### src/rtl/assert_macros.svh
// assertion macros for the rtl of the hash table engine
// depends on nothing; included by files that carry concurrent assertions
`ifndef ASSERT_MACROS_SVH
`define ASSERT_MACROS_SVH

// property that must hold at every clock edge outside reset
`define CHK_ALWAYS(label, clk, rst, prop, msg) \
   label: assert property (@(posedge clk) disable iff (rst) (prop)) \
      else $error(msg);

// antecedent in one cycle implies consequent in the next
`define CHK_NEXT(label, clk, rst, ante, cons, msg) \
   label: assert property (@(posedge clk) disable iff (rst) (ante) |=> (cons)) \
      else $error(msg);

`endif

### src/rtl/chte_ram.sv
// generic single write port, single read port ram with registered read
// depends on nothing; holds the entry store of the hash table engine
module chte_ram #(
   parameter int WIDTH = 32,
   parameter int DEPTH = 128
) (
   input  logic                     clock,
   input  logic                     wr_en,
   input  logic [$clog2(DEPTH)-1:0] wr_addr,
   input  logic [WIDTH-1:0]         wr_data,
   input  logic [$clog2(DEPTH)-1:0] rd_addr,
   output logic [WIDTH-1:0]         rd_data
);

   logic [WIDTH-1:0] mem_ff [DEPTH];
   logic [WIDTH-1:0] rd_data_ff;

   // write port
   always_ff @(posedge clock) begin
      if (wr_en) begin
         mem_ff[wr_addr] <= wr_data;
      end
   end

   // registered read port
   always_ff @(posedge clock) begin
      rd_data_ff <= mem_ff[rd_addr];
   end

   assign rd_data = rd_data_ff;

endmodule

### config.mk
export PLATFORM = sky130hd
export DESIGN_NAME = chte_ram
export DESIGN_NICKNAME = d
export VERILOG_FILES = /design/src/rtl/assert_macros.svh /design/src/rtl/chte_ram.sv
export SDC_FILE = /design/constraint.sdc
export NUM_CORES = 2
export LEC_CHECK = 0
export BUFFER_PORTS_ARGS = -buffer_cell sky130_fd_sc_hd__buf_4
export CAP_MARGIN = 5
export CORE_MARGIN = 1
export CORE_UTILIZATION = 30
export DETAILED_ROUTE_END_ITERATION = 16
export GPL_ROUTABILITY_DRIVEN = 0
export SLEW_MARGIN = 10
export SYNTH_ARGS = -nofsm -noshare
export SYNTH_HDL_FRONTEND = slang
export SYNTH_SLANG_ARGS = --single-unit
### constraint.sdc
create_clock -name clock -period 7.8 [get_ports clock]
set_input_delay 0.39 -clock clock [delete_from_list [all_inputs] [get_ports clock]]
set_output_delay 0.39 -clock clock [all_outputs]
set_load 0.01 [all_outputs]
# --- Yosys cells after proc, flatten, opt, wreduce, memory -nomap -nowiden ---
# Memory sizes are Yosys's and may differ from the RTL's. A register that Yosys moved wholly into a read port is not among the register bits.
# Cells that the tools add are included.
op_classes:
  mux: 2
op_table:
  columns: ["op", "n"]
  rows:
  - ["two-way mux 1 bit", 2]
word_totals:
  output_inout_bits: 32
  memories: 1
  inputBits: 48
  wordCells: 3
  register_bits: 0
  ram_bits: 4096
memory_table:
  columns: ["name", "words", "word_bits", "read_ports", "rd_clocked_by_memory_dff", "wr", "line", "source"]
  rows:
  - ["mem_ff", 128, 32, 1, 1, 1, "chte_ram.sv:15", "logic [WIDTH-1:0] mem_ff [DEPTH];"]

# --- Longest topological paths before layout ---
logic_depth:
  ltp_word: 2
  depth_mapped: 8
  depth_no_buf: 4

# --- Worst setup path before layout ---
# OpenSTA, ideal clock, no wires.
synth_path:
  kind: "input -> register"
  from: "input wr_en"
  to: "memory mem_ff[98][0] (enable)"
  path_buffers: 1
  cell_stages: 3
  required_ns: 7.339
  arrival_time_ns: 3.168
  setup_time_ns: 0.461
  setup_slack_ns: 4.171
  path_cell_list: "clkbuf_1 -> nand4_1 -> nor3_1"
synth_between:
  elab_chain_len: 2
synth_rtl:
  columns: ["element", "line", "source"]
  rows:
  - ["from (decl)", "chte_ram.sv:8", "input logic wr_en,"]
  - ["two-way mux 1 bit", "chte_ram.sv:20", "if (wr_en) begin"]
  - ["two-way mux 1 bit (implied by the code)", "chte_ram.sv:21", "mem_ff[wr_addr] <= wr_data;"]
  - ["to (decl)", "chte_ram.sv:15", null]
# No other way between the ends.

==> metrics.md <==
| Metric | Value |
|---|---|
| 1st-iter DRT viols | `10900` |
| Row count | `264` |
| Arrival @ worst endpoint | `4.19 ns` |
| Post-Syn Area per Cell | `26.1 sq um` |
| # setup viols final | `0` |
| Yosys warning count | `0` |
| Maxcap violations | `0` |
| CP Capture Type | `register` |
| Worst r2r src | `mem_ff[125][31]$_DFFE_PP_` |
| Dominant cell type by area after synthesis | `edfxtp_1` |
| TritonCTS Sinks | `4128` |
| Post-synthesis sequential area ratio | `79.1%` |
| H-tree depth | `5` |
| DR vias | `71600` |
| Input/output buffers | `79` |
| Hold Buf Count CTS | `21` |
| Async set-reset flop share out of synthesis | `0%` |
| Post-Synthesis Cells | `5990` |
| Syn Nets | `6038` |
| Hold WC Path Type | `in2reg` |
| Ratio of cells with drive above 1 in the final layout | `35.2%` |
| Most frequent cells after synthesis | `edfxtp_1, mux4_2, clkbuf_1` |
| Reg-to-reg critical path endpoint | `rd_data[31]$_DFF_P_` |
| GR peak layer | `met2` |
| CTS tree | `built` |
| Area of the core | `518000 sq um` |
| Detail Placement HPWL | `239 mm` |
| Worst Reg-to-Reg Cells | `4` |
| Hold path endpoint | `mem_ff[28][6]$_DFFE_PP_` |
| Routing usage on met3 | `2.98%` |
| Design area | `181000 sq um` |
| Outcome | `complete, but fails checks` |
| Post-Syn Area | `156000 sq um` |
| Leakage power | `54.1 nW` |
| Residual DRC count | `0` |
| Largest net degree at the start of global routing | `141` |
| Number of I/O pins | `80` |
| Post-Route WL | `435 mm` |
| R2r setup slk | `5.05 ns` |
| HP Start | `wr_data[6]` |
| Area after DPL | `167000 sq um` |
| Starting Density | `30.2%` |
| Post-synthesis register bit count | `4128` |
| Peak supply drop | `0.201 mV` |
| Min-Delay Path Depth | `1` |
| Slew margin rel. | `15.0%` |
| Antenna-violating nets left | `1` |
| Worst-Margin Slew | `1.27 ns` |
| Initial antenna violation count | `66` |
| Post-synth EDFFs | `4096` |
| Nets | `6460` |
| CTS Buf Count | `410` |
| Skew final | `0.0390 ns` |
| Hold Violations, Final | `0` |
| CTS Root Cell | `clkbuf_16` |
| Ys flop type | `edfxtp_1` |
| Global Route met2 Usage | `26.5%` |
| FMAX | `0.298 GHz` |
| Clock-pin transition on the worst setup and hold timing paths | `0.06 ns` |
| Deepest clock path buffer count | `4` |
| Tmin final | `3.35 ns` |
| Pwr dens | `258 nW/um^2` |
| Die W | `724 um` |
| Period utilization | `43.0%` |
| Yosys cell types | `17` |
| DRT Pass-1 Iters | `7` |
| First-pass GRT wire length | `598 mm` |
| Die Area | `524000 sq um` |
| Area growth syn-to-layout | `15.7%` |
| Routed vias/inst | `5.23` |
| Post-synth top area share | `78.7%` |
| Startpoint class of the critical path | `input pin` |
| Post-CTS setup repair buffer count | `0` |
| Slew Limit Fails | `0` |
| CTS resizes | `0` |
| Worst skew pair latency | `0.96 ns` |
| Most common cell in the netlist | `edfxtp_1` |
| Setup TNS | `0 ns` |
| RSZ-0062 raised after global routing | `no` |
| GR Util All Layers | `16.3%` |
| Top post-synthesis cells by area | `edfxtp_1, mux4_2, clkbuf_1` |
| Crit Path Class | `in2reg` |
| WL/cell | `31.8 um` |
| Die H | `724 um` |
| Vias in the first global route | `72100` |
| Met1 usage | `22.2%` |
| GRT overflow | `0` |
| CP required | `8.64 ns` |
| Failing checks | `antenna violations` |
| CP Max Fanout | `73` |
[registers in the layout, summed over array words and instances (netlist names)]
signal	flops
mem_ff	4096
rd_data	32
[layer usage]
metal | vias up | part of all wire [%]
li1 | 27300 | -
met1 | 39800 | 39
met2 | 3793 | 48
met3 | 703 | 9.6
met4 | 20 | 3.8
met5 | - | 0.028
[worst max path at each step]
stage | start | to | slack, ns | depth (start not counted)
6_report | rd_addr[2] | rd_data[16]$_DFF_P_ | 4.45 | 7
3_3_place_gp | rd_addr[0] | rd_data[30]$_DFF_P_ | 3.42 | 7
3_5_place_dp | rd_addr[0] | rd_data[30]$_DFF_P_ | 3.44 | 7
4_1_cts | rd_addr[0] | rd_data[30]$_DFF_P_ | 4.46 | 7
2_1_floorplan | wr_en | mem_ff[98][0]$_DFFE_PP_ | 4.17 | 3
5_1_grt | rd_addr[0] | rd_data[11]$_DFF_P_ | 4.33 | 7
[cell families (layout without fill, tap and decap cells)]
family	count (synthesis)	in the layout	synth area share, %
buffers and inverters	316	1083	0.839
AND/OR/NAND/NOR	170	170	0.446
multiplexers	1376	1376	19.6
other	0	27	0
flip-flops	4128	4128	79.1
[worst max-delay path: stages]
cell and delay (ns):
buf_8 0.48, buf_12 0.40, buf_4 0.58, mux4_2 0.40, mux4_2 0.61, mux4_2 0.65
mux2_2 0.31
[cell type report]
class	count	area [sq um]
tap	6916	8650
timing repair buffer	326	2830
clock buffer	538	11100
multi-input combinational	1546	32300
clock inverter	219	2140
antenna	27	67.6
fill	47000	337000
sequential	4128	124000
[power breakdown]
group / total, W / internal, W / switching (W)
Sequential: 0.0246 / 0.0245 / 0.000132
Combinational: 0.00240 / 0.000906 / 0.00149
Clock: 0.0196 / 0.0112 / 0.00838
Total: 0.0466 / 0.0366 / 0.0100
[placed cells by master (no fill, tap or decap), types with 16 or more instances in the layout]
master	n
bufinv_16	35
edfxtp_1	4096
mux4_2	1344
dlygate4sd3_1	21
clkbuf_16	420
mux2_2	32
diode_2	27
clkbuf_1	102
clkbuf_8	16
clkinv_1	92
buf_4	277
dfxtp_1	32
nor2_4	119
buf_12	23
clkinv_2	60
[stage by stage]
stage / util (%) / power (W) / hold slack, ns / cells / worst slack [ns]
3_3_place_gp: 32.3 / 0.0275 / 0.811 / 12900 / 3.42
2_1_floorplan: - / 0.0262 / 0.489 / 5990 / 4.17
5_1_grt: 34.9 / 0.0477 / 0.0353 / 13700 / 4.33
3_5_place_dp: 32.3 / 0.0275 / 0.831 / 12900 / 3.44
4_1_cts: 34.9 / 0.0469 / 0.000296 / 13700 / 4.46
6_report: 34.9 / 0.0466 / 0.0269 / 13700 / 4.45
No activity file was read; power rests on OpenSTA's default activity.
